`src/rtl/multibit_trie_route_lookup_macros.svh`:
```
// Assertion macros for the multibit trie route lookup block.
`ifndef MULTIBIT_TRIE_ROUTE_LOOKUP_MACROS_SVH
`define MULTIBIT_TRIE_ROUTE_LOOKUP_MACROS_SVH

`ifndef SYNTHESIS

// Check that an expression holds on every clock edge outside reset.
`define MBT_ASSERT(name, clk, rst, expr) \
  name: assert property (@(posedge clk) disable iff (rst) (expr)) \
    else $error("mbt assertion failed");

// Check that the consequent holds in the cycle after the antecedent.
`define MBT_ASSERT_NEXT(name, clk, rst, ante, cons) \
  name: assert property (@(posedge clk) disable iff (rst) (ante) |=> (cons)) \
    else $error("mbt assertion failed");

`else

`define MBT_ASSERT(name, clk, rst, expr)
`define MBT_ASSERT_NEXT(name, clk, rst, ante, cons)

`endif

`endif

```
`src/rtl/mbt_pkg.sv`:
```
// Shared types and constants for the multibit trie route lookup block.
package mbt_pkg;

  localparam int ADDR_W    = 32;
  localparam int LEN_W     = 6;
  localparam int HOP_IO_W  = 16;
  localparam int LVL_W     = 5;
  localparam int MAX_LEN   = 32;
  localparam int LOOKUP_LEVELS = 16;

  localparam logic MODE_LOOKUP = 1'b0;
  localparam logic MODE_INSERT = 1'b1;

  localparam logic STATUS_OK   = 1'b0;
  localparam logic STATUS_FULL = 1'b1;

  typedef enum logic [2:0] {
    ST_INIT,
    ST_IDLE,
    ST_READ,
    ST_EVAL,
    ST_CLEAR,
    ST_DONE
  } state_t;

  typedef enum logic [1:0] {
    PH_WALK,
    PH_EXPAND,
    PH_ROUTE_A,
    PH_ROUTE_B
  } phase_t;

endpackage

```
`src/rtl/mbt_if.sv`:
```
// Request and response channel interfaces of the route lookup block.
interface mbt_req_if import mbt_pkg::*; ();
  logic                valid;
  logic                ready;
  logic                mode;
  logic [ADDR_W-1:0]   address;
  logic [LEN_W-1:0]    prefix_len;
  logic [HOP_IO_W-1:0] hop_in;

  modport source (output valid, output mode, output address, output prefix_len,
                  output hop_in, input ready);
  modport sink (input valid, input mode, input address, input prefix_len,
                input hop_in, output ready);
endinterface

interface mbt_rsp_if import mbt_pkg::*; ();
  logic                valid;
  logic                ready;
  logic                found;
  logic [HOP_IO_W-1:0] hop_out;
  logic                status;

  modport source (output valid, output found, output hop_out, output status,
                  input ready);
  modport sink (input valid, input found, input hop_out, input status,
                output ready);
endinterface

```
`src/rtl/mbt_walker.sv`:
```
// Trie walk sequencer: reads node rows, allocates children, writes routes.
module mbt_walker import mbt_pkg::*; #(
  parameter int MAX_NODES = 16384,
  parameter int HOP_BITS  = 16,
  parameter int NW        = $clog2(MAX_NODES),
  parameter int RW        = 4 * NW + HOP_BITS + LEN_W + 1
) (
  input  logic          clk,
  input  logic          rst,
  mbt_req_if.sink       req,
  mbt_rsp_if.source     rsp,
  output logic          rd_en,
  output logic [NW-1:0] rd_addr,
  input  logic [RW-1:0] rd_data,
  output logic          wr_en,
  output logic [NW-1:0] wr_addr,
  output logic [RW-1:0] wr_data
);

  localparam int HOP_LSB = 4 * NW;
  localparam int LEN_LSB = HOP_LSB + HOP_BITS;

  state_t state, state_next;
  phase_t phase, phase_next;

  logic [NW:0]         nodes_used, nodes_used_next;
  logic [NW-1:0]       cur, cur_next;
  logic [NW-1:0]       sib, sib_next;
  logic [NW-1:0]       fresh, fresh_next;
  logic [LVL_W-1:0]    k, k_next;
  logic [LVL_W-1:0]    levels;
  logic                odd;
  logic                mode;
  logic [ADDR_W-1:0]   addr_sh, addr_sh_next;
  logic [LEN_W-1:0]    len;
  logic [HOP_BITS-1:0] hop;
  logic                res_found, res_found_next;
  logic [HOP_BITS-1:0] res_hop, res_hop_next;
  logic                res_status, res_status_next;

  logic [NW-1:0]       links [4];
  logic [NW-1:0]       links_mod [4];
  logic [HOP_BITS-1:0] row_hop;
  logic [LEN_W-1:0]    row_len;
  logic                row_valid;
  logic [1:0]          dig;
  logic [1:0]          base;
  logic                alloc_req;
  logic [1:0]          alloc_slot;
  logic                route_req;
  logic                expand_chk;
  logic                pool_full;
  logic                accept;
  logic                out_load;

  logic [LEN_W-1:0]    len_sat;
  logic [31:0]         hop_in_ext;
  logic [31:0]         hop_out_ext;

  for (genvar g = 0; g < 4; g++) begin : g_links
    assign links[g] = rd_data[g * NW +: NW];
  end

  assign row_hop   = rd_data[HOP_LSB +: HOP_BITS];
  assign row_len   = rd_data[LEN_LSB +: LEN_W];
  assign row_valid = rd_data[RW-1];

  assign dig       = addr_sh[ADDR_W-1 -: 2];
  assign base      = {addr_sh[ADDR_W-1], 1'b0};
  assign pool_full = (nodes_used >= (NW+1)'(MAX_NODES));

  assign accept   = req.valid && req.ready;
  assign out_load = (state == ST_DONE) && (!rsp.valid || rsp.ready);

  assign req.ready = (state == ST_IDLE);

  assign len_sat     = (req.prefix_len > LEN_W'(MAX_LEN)) ? LEN_W'(MAX_LEN) : req.prefix_len;
  assign hop_in_ext  = 32'(req.hop_in);
  assign hop_out_ext = 32'(res_hop);

  always_comb begin
    for (int i = 0; i < 4; i++) begin
      links_mod[i] = (alloc_slot == 2'(i)) ? nodes_used[NW-1:0] : links[i];
    end
  end

  always_comb begin
    state_next      = state;
    phase_next      = phase;
    nodes_used_next = nodes_used;
    cur_next        = cur;
    sib_next        = sib;
    fresh_next      = fresh;
    k_next          = k;
    addr_sh_next    = addr_sh;
    res_found_next  = res_found;
    res_hop_next    = res_hop;
    res_status_next = res_status;
    rd_en           = 1'b0;
    rd_addr         = cur;
    wr_en           = 1'b0;
    wr_addr         = cur;
    wr_data         = '0;
    alloc_req       = 1'b0;
    alloc_slot      = dig;
    route_req       = 1'b0;
    expand_chk      = 1'b0;

    unique case (state)
      ST_INIT: begin
        // Clear the root row; every other row is cleared when allocated.
        wr_en      = 1'b1;
        wr_addr    = '0;
        state_next = ST_IDLE;
      end
      ST_IDLE: begin
        if (accept) begin
          state_next = ST_READ;
        end
      end
      ST_READ: begin
        rd_en      = 1'b1;
        state_next = ST_EVAL;
      end
      ST_EVAL: begin
        if (mode == MODE_LOOKUP) begin
          if (row_valid) begin
            res_found_next = 1'b1;
            res_hop_next   = row_hop;
          end
          if (k == levels || links[dig] == '0) begin
            state_next = ST_DONE;
          end else begin
            cur_next     = links[dig];
            k_next       = k + 1'b1;
            addr_sh_next = addr_sh << 2;
            state_next   = ST_READ;
          end
        end else begin
          unique case (phase)
            PH_WALK: begin
              if (k != levels) begin
                if (links[dig] != '0) begin
                  cur_next     = links[dig];
                  k_next       = k + 1'b1;
                  addr_sh_next = addr_sh << 2;
                  state_next   = ST_READ;
                end else begin
                  alloc_req  = 1'b1;
                  alloc_slot = dig;
                end
              end else if (!odd) begin
                route_req  = 1'b1;
                state_next = ST_DONE;
              end else begin
                expand_chk = 1'b1;
              end
            end
            PH_EXPAND: begin
              expand_chk = 1'b1;
            end
            PH_ROUTE_A: begin
              route_req  = 1'b1;
              cur_next   = sib;
              phase_next = PH_ROUTE_B;
              state_next = ST_READ;
            end
            PH_ROUTE_B: begin
              route_req  = 1'b1;
              state_next = ST_DONE;
            end
            default: begin
              state_next = ST_DONE;
            end
          endcase

          // Odd length: both siblings exist before either route is written.
          if (expand_chk) begin
            phase_next = PH_EXPAND;
            priority if (links[base] == '0) begin
              alloc_req  = 1'b1;
              alloc_slot = base;
            end else if (links[base + 2'd1] == '0) begin
              alloc_req  = 1'b1;
              alloc_slot = base + 2'd1;
            end else begin
              sib_next   = links[base + 2'd1];
              cur_next   = links[base];
              phase_next = PH_ROUTE_A;
              state_next = ST_READ;
            end
          end

          if (alloc_req) begin
            if (pool_full) begin
              res_status_next = STATUS_FULL;
              state_next      = ST_DONE;
            end else begin
              wr_en           = 1'b1;
              wr_data         = {row_valid, row_len, row_hop,
                                 links_mod[3], links_mod[2], links_mod[1], links_mod[0]};
              fresh_next      = nodes_used[NW-1:0];
              nodes_used_next = nodes_used + 1'b1;
              state_next      = ST_CLEAR;
            end
          end

          // Overwrite only an empty route or a strictly shorter prefix.
          if (route_req && (!row_valid || row_len < len)) begin
            wr_en   = 1'b1;
            wr_data = {1'b1, len, hop, links[3], links[2], links[1], links[0]};
          end
        end
      end
      ST_CLEAR: begin
        wr_en   = 1'b1;
        wr_addr = fresh;
        if (phase == PH_WALK) begin
          cur_next     = fresh;
          k_next       = k + 1'b1;
          addr_sh_next = addr_sh << 2;
        end
        state_next = ST_READ;
      end
      ST_DONE: begin
        if (out_load) begin
          state_next = ST_IDLE;
        end
      end
      default: begin
        state_next = ST_IDLE;
      end
    endcase
  end

  always_ff @(posedge clk) begin
    if (rst) begin
      state      <= ST_INIT;
      phase      <= PH_WALK;
      nodes_used <= (NW+1)'(1);
      rsp.valid  <= 1'b0;
    end else begin
      state      <= state_next;
      phase      <= accept ? PH_WALK : phase_next;
      nodes_used <= nodes_used_next;
      if (out_load) begin
        rsp.valid <= 1'b1;
      end else if (rsp.ready) begin
        rsp.valid <= 1'b0;
      end
    end
  end

  always_ff @(posedge clk) begin
    if (accept) begin
      mode       <= req.mode;
      addr_sh    <= req.address;
      len        <= len_sat;
      hop        <= hop_in_ext[HOP_BITS-1:0];
      levels     <= (req.mode == MODE_INSERT) ? len_sat[LEN_W-1:1] : LVL_W'(LOOKUP_LEVELS);
      odd        <= (req.mode == MODE_INSERT) && len_sat[0];
      cur        <= '0;
      k          <= '0;
      res_found  <= 1'b0;
      res_hop    <= '0;
      res_status <= STATUS_OK;
    end else begin
      addr_sh    <= addr_sh_next;
      cur        <= cur_next;
      k          <= k_next;
      res_found  <= res_found_next;
      res_hop    <= res_hop_next;
      res_status <= res_status_next;
    end
    sib   <= sib_next;
    fresh <= fresh_next;
    if (out_load) begin
      rsp.found   <= res_found;
      rsp.hop_out <= hop_out_ext[HOP_IO_W-1:0];
      rsp.status  <= res_status;
    end
  end

endmodule

```
`src/flat_wrapper.sv`:
```
// flat-port wrapper written by rule: the top's interface ports become plain ports
module mbt_walker_flat import mbt_pkg::*;
#(
  parameter int MAX_NODES = 16384,
  parameter int HOP_BITS  = 16,
  parameter int NW        = $clog2(MAX_NODES),
  parameter int RW        = 4 * NW + HOP_BITS + LEN_W + 1
)
  (clk, rst, rd_en, rd_addr, rd_data, wr_en, wr_addr, wr_data, req_valid, req_mode, req_address, req_prefix_len, req_hop_in, req_ready, rsp_valid, rsp_found, rsp_hop_out, rsp_status, rsp_ready);
  mbt_req_if req_i ();
  mbt_rsp_if rsp_i ();
  input  logic clk;
  input  logic rst;
  output logic rd_en;
  output logic [NW-1:0] rd_addr;
  input  logic [RW-1:0] rd_data;
  output logic wr_en;
  output logic [NW-1:0] wr_addr;
  output logic [RW-1:0] wr_data;
  input wire logic [$bits(req_i.valid)-1:0] req_valid;
  input wire logic [$bits(req_i.mode)-1:0] req_mode;
  input wire logic [$bits(req_i.address)-1:0] req_address;
  input wire logic [$bits(req_i.prefix_len)-1:0] req_prefix_len;
  input wire logic [$bits(req_i.hop_in)-1:0] req_hop_in;
  output wire logic [$bits(req_i.ready)-1:0] req_ready;
  output wire logic [$bits(rsp_i.valid)-1:0] rsp_valid;
  output wire logic [$bits(rsp_i.found)-1:0] rsp_found;
  output wire logic [$bits(rsp_i.hop_out)-1:0] rsp_hop_out;
  output wire logic [$bits(rsp_i.status)-1:0] rsp_status;
  input wire logic [$bits(rsp_i.ready)-1:0] rsp_ready;
  assign req_i.valid = req_valid;
  assign req_i.mode = req_mode;
  assign req_i.address = req_address;
  assign req_i.prefix_len = req_prefix_len;
  assign req_i.hop_in = req_hop_in;
  assign req_ready = req_i.ready;
  assign rsp_valid = rsp_i.valid;
  assign rsp_found = rsp_i.found;
  assign rsp_hop_out = rsp_i.hop_out;
  assign rsp_status = rsp_i.status;
  assign rsp_i.ready = rsp_ready;
  mbt_walker #(.MAX_NODES(MAX_NODES), .HOP_BITS(HOP_BITS), .NW(NW), .RW(RW)) u_core (.clk(clk), .rst(rst), .req(req_i), .rsp(rsp_i), .rd_en(rd_en), .rd_addr(rd_addr), .rd_data(rd_data), .wr_en(wr_en), .wr_addr(wr_addr), .wr_data(wr_data));
endmodule
```
`config.mk`:
```
export PLATFORM = sky130hd
export DESIGN_NAME = mbt_walker_flat
export DESIGN_NICKNAME = d
export VERILOG_FILES = /design/src/rtl/multibit_trie_route_lookup_macros.svh /design/src/rtl/mbt_pkg.sv /design/src/rtl/mbt_if.sv /design/src/rtl/mbt_walker.sv /design/src/flat_wrapper.sv
export SDC_FILE = /design/constraint.sdc
export NUM_CORES = 1
export LEC_CHECK = 0
export BUFFER_PORTS_ARGS = -buffer_cell sky130_fd_sc_hd__buf_4
export CAP_MARGIN = 10
export CORE_UTILIZATION = 30
export DETAILED_ROUTE_END_ITERATION = 10
export SLEW_MARGIN = 20
export SYNTH_ARGS = -nofsm -noshare
export SYNTH_HDL_FRONTEND = slang
export SYNTH_SLANG_ARGS = --single-unit
export TNS_END_PERCENT = 10
```
`constraint.sdc`:
```
create_clock -name clk -period 5 [get_ports clk]
set_input_delay 1 -clock clk [delete_from_list [all_inputs] [get_ports clk]]
set_output_delay 1 -clock clk [all_outputs]
set_load 0.03 [all_outputs]
```
==> flow_metrics.env, run 1 <==
export IMPL_setup_worst_path_end="wr_data[0]"
export IMPL_per_cell_routed_wire_length_um=20.9
export IMPL_placed_cell_areas_sq_um=11700
export IMPL_crit_reg2reg_launch="u_core.addr_sh[31]"
export IMPL_fin_worst_hold_slack_ns=0.429
export IMPL_fin_worst_skew_ns=0.0186
export IMPL_synth_top_cell_area_share=0.348
export IMPL_asyncSetResetFlopFracSynth=0
export IMPL_nature_of_the_critical_path_startpoint="primary input"
export IMPL_critPathArrivalTime_ns=3.76
export IMPL_final_setup_viol_count=0
export IMPL_post_synth_cell_area_avg_sq_um=9.63
export IMPL_max_cap_violations=0
export IMPL_rsz_0062_raised_after_global_routing="no"
export IMPL_path_depth=10
export IMPL_area_used_by_multi_input_combinational_logic_sq_um=4530
export IMPL_num_rows=63
export IMPL_grt_max_degree=48
export IMPL_fillerInstances=2994
export IMPL_cellLeakagePower_nw=5.22
export IMPL_num_antenna_cells=0
export IMPL_detail_route_iter0_violations=840
export IMPL_detailroute_via_count=8469
export IMPL_finalCoreUtilization=0.411
export IMPL_netlist_top_cells_count="nand2_1, edfxtp_1, nor2_1"
export IMPL_drt_first_pass_iters=6
export IMPL_rrSetupSlack_ns=1.69
export IMPL_synthDominantAreaCellType="edfxtp_1"
export IMPL_max_slew_margin=0.267
export IMPL_layout_area_overhead_vs_synth_pct=33.1
export IMPL_cts_max_level=4
export IMPL_power_per_cell_area_nw_per_um2=284
export IMPL_grt_use_total=0.209
export IMPL_port_buffers=266
export IMPL_critical_path_end_type="output port"
export IMPL_netlist_area_before_placement_sq_um=9240
export IMPL_global_route_usage_met2=0.320
export IMPL_route_antenna_remaining_nets=0
export IMPL_gp_routability_congestion=0.951
export IMPL_clock_sink_count=165
export IMPL_max_slew_worst_pin_slew_ns=1.10
export IMPL_final_hold_violation_count=0
export IMPL_worst_path_max_fanout=33
export IMPL_cts_buffers_inserted=17
export IMPL_first_global_vias=8051
export IMPL_netlist_cell_type_count=61
export IMPL_timing_worst_setup_path_type="in2out"
export IMPL_dominantRegCellSynth="edfxtp_1"
export IMPL_post_synth_main_area_contributors="edfxtp_1, dfxtp_1, nand2_1, mux2i_1, mux4_2"
export IMPL_drt_vias_per_instance=5.27
export IMPL_run_status="finished clean"
export IMPL_cts_root_buf="clkbuf_16"
export IMPL_drc=0
export IMPL_ys_warn_count=0
export IMPL_critical_path_cell_by_cell="buf_4, mux4_2, nor4_2, nand4_1, or2_1, a211oi_4, nor2_4, buf_4, nor2_1, buf_4"
export IMPL_dieArea_sq_um=31500
export IMPL_place_hpwl_um=25100
export IMPL_crit_top_cell="buf_4"
export IMPL_cts_max_path_buffers=2
export IMPL_timing_critical_path_from="rd_data[39]"
export IMPL_critical_path_top_delay_family="simple AND/OR/NAND/NOR gates"
export IMPL_critPathBufInv=3
export IMPL_worstReg2RegEnd="u_core.rd_addr[2]"
export IMPL_starting_density=0.308
export IMPL_fp_coreArea_sq_um=30000
export IMPL_synth_nets=1105
export IMPL_hp_class="reg2reg"
export IMPL_net_count_final=1349
export IMPL_cts_hold_repair_buffers=0
export IMPL_top_level_ports=267
export IMPL_clock_latency_at_the_later_pin_of_the_worst_skew_pair_ns=0.43
export IMPL_worst_ep_required_time_ns=4.00
export IMPL_antenna_violations_before_repair=0
export IMPL_wl_um=33600
export IMPL_wire_length_of_the_first_global_routing_pass_um=49400
export IMPL_worst_r2r_path_depth=9
export IMPL_grt_overflow_total=0
export IMPL_synthMostInstantiatedCell="nand2_1"
export IMPL_clock_fmax_ghz=0.210
export IMPL_synthesis_instances=959
export IMPL_area_sequential_sq_um=4370
export IMPL_gr_usage_met3=0.0488
export IMPL_timing_final_max_slew_violations=0
export IMPL_grt_met1_usage=0.288
export IMPL_die_h_um=177
export IMPL_post_route_cells_drive_above_1_share=0.313
export IMPL_critPathSlowestCell="mux4_2"
export IMPL_largest_incremental_delay_on_the_critical_path_ns=0.54
export IMPL_tritoncts="built"
export IMPL_finalInstanceArea_sq_um=12300
export IMPL_number_of_enable_flip_flop_cells_after_synthesis=107
export IMPL_period_share=0.952
export IMPL_clkSlewWorstSetupHoldPaths_ns=0.07
export IMPL_gr_max_usage_layer="met2"
export IMPL_fin_setup_tns_ns=0
export IMPL_die_width_um=177
export IMPL_power_ir_vdd_worst_uv=165
export IMPL_finalCriticalPeriod_ns=4.76
export IMPL_yosys_register_bits=165
export IMPL_power_total_mw=3.50
export IMPL_yosysSeqAreaShare=0.474
==> worst min-delay path by stage <==
stage,startpoint,cells past startpoint,slack (ns),to
after floorplan,u_core.nodes_used[2],0,0.41,u_core.fresh[2]
after detailed placement,u_core.res_hop[5],0,0.42,u_core.rsp.hop_out[5]
after global placement,u_core.res_hop[8],0,0.41,u_core.rsp.hop_out[8]
final,u_core.res_hop[6],0,0.43,u_core.rsp.hop_out[6]
after CTS,u_core.res_hop[15],0,0.43,u_core.rsp.hop_out[15]
after global routing,u_core.res_hop[15],0,0.43,u_core.rsp.hop_out[15]
==> where the power goes <==
group	leakage, nW	total (mW)	internal, mW	switching (mW)
clock	0.301	1.39	0.776	0.611
sequential	1.50	1.54	1.51	0.0331
combinational	3.41	0.568	0.243	0.325
total	5.22	3.50	2.53	0.969
==> metrics by stage <==
| stage | instances | worst slack (ns) |
|---|---|---|
| after floorplan | 959 | 0.575 |
| after global placement | 1574 | 0.344 |
| after detailed placement | 1574 | 0.284 |
| after CTS | 1606 | 0.186 |
| after global routing | 1606 | 0.0334 |
| final | 1606 | 0.242 |
==> cells by family after synthesis <==
logic type,count (synthesis),share of synthesized area
xor gates and xnor gates,7,0.00664
adders and majority gates,8,0.0108
muxes,103,0.133
AOI/OAI and AO/OA,176,0.131
buffers and inverters,83,0.0394
DFF,165,0.474
and+or+nand+nor,417,0.205
==> worst reg2reg max path: stages, from the launching register on <==
cell and delay [ns]:
edfxtp_1 0.39, buf_12 0.28, mux2_2 0.48, nor4_1 0.37
o221a_2 0.33, nor4_2 0.07, buf_4 0.24, nor2_1 0.60
nand4_1 0.17, a31o_2 0.29
==> cell type report <==
cell class	count	area share
Tap cell	390	0.0397
Sequential cell	165	0.356
Timing Repair Buffer	291	0.180
Clock buffer	18	0.0357
Inverter	17	0.00519
Clock inverter	14	0.0153
Multi-Input combinational cell	711	0.369
==> sequential cells by signal, indices dropped and copies added, names as in the netlist, 6 cells and up <==
register            count
u_core.nodes_used      15
u_core.rsp.hop_out     16
u_core.sib             14
u_core.rd_addr         14
u_core.len              6
u_core.fresh           14
u_core.hop             16
u_core.addr_sh         32
u_core.res_hop         16
==> per-layer routing <==
layer	up-vias	share of wire
met5	-	0
met4	0	0.027
met3	58	0.072
met2	369	0.46
met1	4047	0.44
li1	3995	-
==> placed cells by master (no fill, tap or decap), drive strengths merged, types with 7 or more instances in the layout <==
master / count
o21ai: 28
a22oi: 9
nand4: 9
nor2: 85
and3: 9
nor2b: 8
ha: 8
nand3: 33
edfxtp: 107
dfxtp: 58
a21oi: 48
inv: 23
a22o: 26
mux4: 14
nand2b: 8
clkbuf: 18
mux2i: 72
nor3: 8
nor4: 24
a31o: 11
a21o: 12
buf: 291
and2: 7
nand2: 204
mux2: 17
==> timing repair <==
action / CTS / global route
gates resized for setup: 0 / 1
buffers inserted: 0 / 0
endpoints found under the setup margin: 0 / 13
Power figures use the tool's default switching activity.
==> run 2: changes to the inputs <==
CTS_BUF_LIST = sky130_fd_sc_hd__clkbuf_16   (was default)
==> run 2 against run 1 <==
Against the previous run: register-to-register slack about the same; critical path depth unchanged; clock skew shrank 0.00071 ns; setup slack improved by 0.026 ns; global-route usage is essentially flat; non-clock buffer count did not move; sequential share of layout area barely moved; power fell by 0.36%; cell area hardly changed; first-iteration DRC count decreased by 8.7%; largest power group unchanged.
==> flow_metrics.env, run 2 (synthesized netlist as in run 1, its figures left out) <==
export IMPL_num_antenna_cells=0
export IMPL_top_level_ports=267
export IMPL_max_slew_margin=0.266
export IMPL_net_count_final=1349
export IMPL_worst_ep_required_time_ns=4.00
export IMPL_worst_path_max_fanout=33
export IMPL_layout_area_overhead_vs_synth_pct=33.0
export IMPL_largest_register="u_core.addr_sh"
export IMPL_max_slew_worst_pin_slew_ns=1.10
export IMPL_cts_max_level=4
export IMPL_run_status="finished clean"
export IMPL_power_per_cell_area_nw_per_um2=283
export IMPL_detailroute_via_count=8486
export IMPL_nature_of_the_critical_path_startpoint="primary input"
export IMPL_clock_fmax_ghz=0.211
export IMPL_final_hold_violation_count=0
export IMPL_tritoncts="built"
export IMPL_num_rows=63
export IMPL_clock_latency_at_the_later_pin_of_the_worst_skew_pair_ns=0.43
export IMPL_cts_resized=0
export IMPL_cts_hold_repair_buffers=0
export IMPL_die_h_um=177
export IMPL_antenna_violations_before_repair=0
export IMPL_port_buffers=266
export IMPL_timing_worst_setup_path_type="in2out"
export IMPL_wire_length_of_the_first_global_routing_pass_um=49400
export IMPL_power_ir_vdd_worst_uv=165
export IMPL_per_cell_routed_wire_length_um=20.9
export IMPL_critPathArrivalTime_ns=3.73
export IMPL_post_cts_setup_buffers=0
export IMPL_drt_vias_per_instance=5.28
export IMPL_grt_use_total=0.209
export IMPL_rsz_0062_raised_after_global_routing="no"
export IMPL_finalCriticalPeriod_ns=4.73
export IMPL_fin_worst_skew_ns=0.0178
export IMPL_route_antenna_remaining_nets=0
export IMPL_rrSetupSlack_ns=1.70
export IMPL_fin_setup_tns_ns=0
export IMPL_drc=0
export IMPL_power_total_mw=3.48
export IMPL_drt_first_pass_iters=5
export IMPL_final_cell_mix="buf_4, nand2_1, edfxtp_1"
export IMPL_hp_start="u_core.res_hop[6]"
export IMPL_detail_route_iter0_violations=767
export IMPL_fp_coreArea_sq_um=30000
export IMPL_layout_commonest_cell="buf_4"
export IMPL_setup_worst_path_end="wr_data[0]"
export IMPL_critical_path_end_type="output port"
export IMPL_starting_density=0.308
export IMPL_final_setup_viol_count=0
export IMPL_place_hpwl_um=25100
export IMPL_worst_r2r_path_depth=9
export IMPL_cts_root_buf="clkbuf_16"
export IMPL_die_width_um=177
export IMPL_dieArea_sq_um=31500
export IMPL_cts_max_path_buffers=2
export IMPL_period_share=0.946
export IMPL_cts_buffers_inserted=17
export IMPL_worstReg2RegEnd="u_core.rd_addr[2]"
export IMPL_grt_max_degree=48
export IMPL_timing_critical_path_from="rd_data[39]"
export IMPL_clock_sink_count=165
export IMPL_crit_reg2reg_launch="u_core.addr_sh[31]"
export IMPL_first_global_vias=8059
export IMPL_gp_routability_congestion=0.951
export IMPL_timing_final_max_slew_violations=0
export IMPL_grt_overflow_total=0
export IMPL_post_route_cells_drive_above_1_share=0.312
export IMPL_flip_flop_count_of_the_largest_register_all_copies_and_words_added=32
export IMPL_hp_class="reg2reg"
export IMPL_clkSlewWorstSetupHoldPaths_ns=0.07
export IMPL_max_cap_violations=0
export IMPL_wl_um=33600
export IMPL_cellLeakagePower_nw=5.21
[run 2: layer usage]
metal	part of all wire	routed length [um]	vias up	GRT usage
li1	-	-	3993	-
met1	0.44	14800	4080	0.288
met2	0.46	15400	364	0.320
met3	0.074	2480	49	0.0488
met4	0.024	822	0	0.0716
met5	0	0	-	0
[run 2: final cells by class]
type,instances,area [sq um]
well taps,390,488
clock buffers,17,425
flip-flops and latches,165,4370
fillers,2994,17700
inverters,17,63.8
multi-input cells,711,4530
clock inverters,15,191
repair buffers,291,2210
[run 2: where the power goes]
group | switching, mW | internal (mW) | leakage (nW) | total, mW
Sequential | 0.0333 | 1.51 | 1.50 | 1.54
Combinational | 0.325 | 0.243 | 3.41 | 0.568
Clock | 0.613 | 0.761 | 0.295 | 1.37
[run 2: through the flow]
step / cells / area [sq um] / setup WS, ns / util / hold slack, ns
2_1_floorplan: 959 / 9240 / 0.575 / - / 0.406
3_3_place_gp: 1574 / 11700 / 0.344 / 0.390 / 0.411
3_5_place_dp: 1574 / 11700 / 0.284 / 0.390 / 0.416
4_1_cts: 1606 / 12300 / 0.186 / 0.410 / 0.432
5_1_grt: 1606 / 12300 / 0.0334 / 0.410 / 0.435
6_report: 1606 / 12300 / 0.268 / 0.410 / 0.429
[run 2: how the worst min path moves through the flow]
stage                                  end  slack [ns]  cells past startpoint
finish               u_core.rsp.hop_out[6]        0.43                      0
global route        u_core.rsp.hop_out[15]        0.43                      0
CTS                 u_core.rsp.hop_out[15]        0.43                      0
detailed placement   u_core.rsp.hop_out[5]        0.42                      0
global placement     u_core.rsp.hop_out[8]        0.41                      0
floorplan                  u_core.fresh[2]        0.41                      0
[run 2: worst max-delay path, cell delays in order]
cell and delay [ns]:
buf_4 0.14, mux4_2 0.54, nor4_2 0.37, nand4_1 0.25, or2_1 0.33, a211oi_4 0.31, nor2_4 0.20, buf_4 0.25
nor2_1 0.14, buf_4 0.18
==> run 3: changes to the inputs <==
MAX_ROUTING_LAYER = met4   (was default)
==> run 3 against run 2 <==
Against the previous run: via count up 0.87%; count of clock-buffer cells in the layout is the same; sequential power about the same; critical endpoint is now wr_data[75]; setup slack lost 0.027 ns; fmax shrank 0.56%; cell area hardly changed; first-iteration DRC count grew 1.0%; sequential cell count is the same; non-clock buffer count stayed put; combinational power is essentially flat.
==> flow_metrics.env, run 3 (synthesized netlist as in run 1, its figures left out) <==
export IMPL_area_sequential_sq_um=4370
export IMPL_drt_first_pass_iters=5
export IMPL_dieArea_sq_um=31500
export IMPL_detailroute_via_count=8560
export IMPL_top_level_ports=267
export IMPL_power_total_mw=3.51
export IMPL_final_setup_viol_count=0
export IMPL_area_used_by_multi_input_combinational_logic_sq_um=4530
export IMPL_grt_max_degree=48
export IMPL_fp_coreArea_sq_um=30000
export IMPL_fillerInstances=3005
export IMPL_hp_class="reg2reg"
export IMPL_fin_setup_tns_ns=0
export IMPL_period_share=0.952
export IMPL_clock_fmax_ghz=0.210
export IMPL_grt_use_total=0.218
export IMPL_cts_hold_repair_buffers=0
export IMPL_timing_critical_path_from="u_core.addr_sh[30]"
export IMPL_place_hpwl_um=25400
export IMPL_critPathArrivalTime_ns=3.76
export IMPL_max_cap_violations=0
export IMPL_clock_sink_count=165
export IMPL_worst_r2r_path_depth=9
export IMPL_path_depth=9
export IMPL_final_critical_path_setup_slack_ns=0.241
export IMPL_cts_buffers_inserted=17
export IMPL_clkSlewWorstSetupHoldPaths_ns=0.07
export IMPL_num_rows=63
export IMPL_port_buffers=266
export IMPL_drc=0
export IMPL_worst_ep_required_time_ns=4.00
export IMPL_power_per_cell_area_nw_per_um2=285
export IMPL_num_antenna_cells=0
export IMPL_crit_top_cell="buf_4"
export IMPL_cts_root_buf="clkbuf_16"
export IMPL_critPathBufInv=3
export IMPL_place_ws_ns=0.310
export IMPL_worst_path_max_fanout=21
export IMPL_cts_max_level=4
export IMPL_power_ir_vdd_worst_uv=216
export IMPL_layout_commonest_cell="buf_4"
export IMPL_post_cts_setup_buffers=0
export IMPL_flip_flop_count_of_the_largest_register_all_copies_and_words_added=32
export IMPL_rrSetupSlack_ns=1.63
export IMPL_wire_length_of_the_first_global_routing_pass_um=49900
export IMPL_largest_register="u_core.addr_sh"
export IMPL_rsz_0062_raised_after_global_routing="no"
export IMPL_cellLeakagePower_nw=5.22
export IMPL_nature_of_the_critical_path_startpoint="register"
export IMPL_setup_worst_path_end="wr_data[75]"
export IMPL_max_slew_margin=0.333
export IMPL_die_h_um=177
export IMPL_antenna_violations_before_repair=0
export IMPL_final_hold_violation_count=0
export IMPL_per_cell_routed_wire_length_um=21.1
export IMPL_critPathSlowestCell="mux4_2"
export IMPL_cts_max_path_buffers=2
export IMPL_detail_route_iter0_violations=775
export IMPL_tritoncts="built"
export IMPL_post_route_cells_drive_above_1_share=0.312
export IMPL_crit_reg2reg_launch="u_core.addr_sh[30]"
export IMPL_final_cell_mix="buf_4, nand2_1, edfxtp_1"
export IMPL_run_status="finished clean"
export IMPL_layout_area_overhead_vs_synth_pct=33.1
export IMPL_critical_path_cell_by_cell="buf_6, mux4_2, nor4_2, nand4_1, or2_1, a211oi_4, buf_4, a22o_1, buf_4"
export IMPL_worstReg2RegEnd="u_core.nodes_used[5]"
export IMPL_critical_path_end_type="output port"
export IMPL_wl_um=33800
export IMPL_fin_worst_skew_ns=0.0159
export IMPL_die_width_um=177
export IMPL_critical_path_top_delay_family="simple AND/OR/NAND/NOR gates"
export IMPL_timing_final_max_slew_violations=0
export IMPL_grt_overflow_total=0
export IMPL_clock_latency_at_the_later_pin_of_the_worst_skew_pair_ns=0.43
export IMPL_finalCriticalPeriod_ns=4.76
export IMPL_route_antenna_remaining_nets=0
export IMPL_largest_incremental_delay_on_the_critical_path_ns=0.62
export IMPL_starting_density=0.308
export IMPL_gp_routability_congestion=0.971
export IMPL_timing_worst_setup_path_type="reg2out"
export IMPL_first_global_vias=8150
export IMPL_max_slew_worst_pin_slew_ns=0.996
export IMPL_net_count_final=1349
export IMPL_drt_vias_per_instance=5.33
==> run 3: cell count changes in the layout (fill, tap and decap cells not counted), sizes merged <==
cell	delta
clkinv	-4
bufinv	+1
inv	+3
==> run 3: through the flow <==
stage	hold slack [ns]	instances	util	instance area [sq um]
after global placement	0.411	1574	0.390	11700
after CTS	0.433	1606	0.410	12300
final	0.429	1606	0.411	12300
after detailed placement	0.415	1574	0.390	11700
after global routing	0.444	1606	0.411	12300
after floorplan	0.406	959	-	9240
==> run 3: area by class of cell <==
class                           instances  area share
Clock buffer                           17      0.0346
Clock inverter                         15      0.0154
Inverter                               17     0.00519
Multi-Input combinational cell        711       0.369
Sequential cell                       165       0.356
Tap cell                              390      0.0397
Timing Repair Buffer                  291       0.181
==> run 3: power breakdown <==
part | switching (mW) | total (mW) | internal, mW | leakage, nW
Sequential | 0.0331 | 1.54 | 1.51 | 1.50
Clock | 0.595 | 1.40 | 0.801 | 0.301
Combinational | 0.327 | 0.571 | 0.244 | 3.42
Total | 0.954 | 3.51 | 2.55 | 5.22
==> run 3: worst min path at each step <==
| stage | from | to | cells past startpoint |
|---|---|---|---|
| floorplan | u_core.nodes_used[2] | u_core.fresh[2] | 0 |
| global placement | u_core.res_hop[9] | u_core.rsp.hop_out[9] | 0 |
| detailed placement | u_core.res_hop[2] | u_core.rsp.hop_out[2] | 0 |
| CTS | u_core.res_hop[9] | u_core.rsp.hop_out[9] | 0 |
| global route | u_core.res_hop[4] | u_core.rsp.hop_out[4] | 0 |
| finish | u_core.res_hop[9] | u_core.rsp.hop_out[9] | 0 |
==> run 3: what timing repair did <==
item,CTS,global route
endpoints found under the setup margin,0,16
endpoints found under the hold margin,0,0
gates resized for setup,0,1
==> run 3: layer usage <==
layer  part of all wire  GRT usage  vias up  routed length [um]
met1               0.45      0.293     4121               15100
met5                  0          -        -                   0
met4              0.029     0.0848        0                 975
li1                   -          -     3991                   -
met2               0.45      0.322      387               15300
met3              0.073     0.0413       61                2480
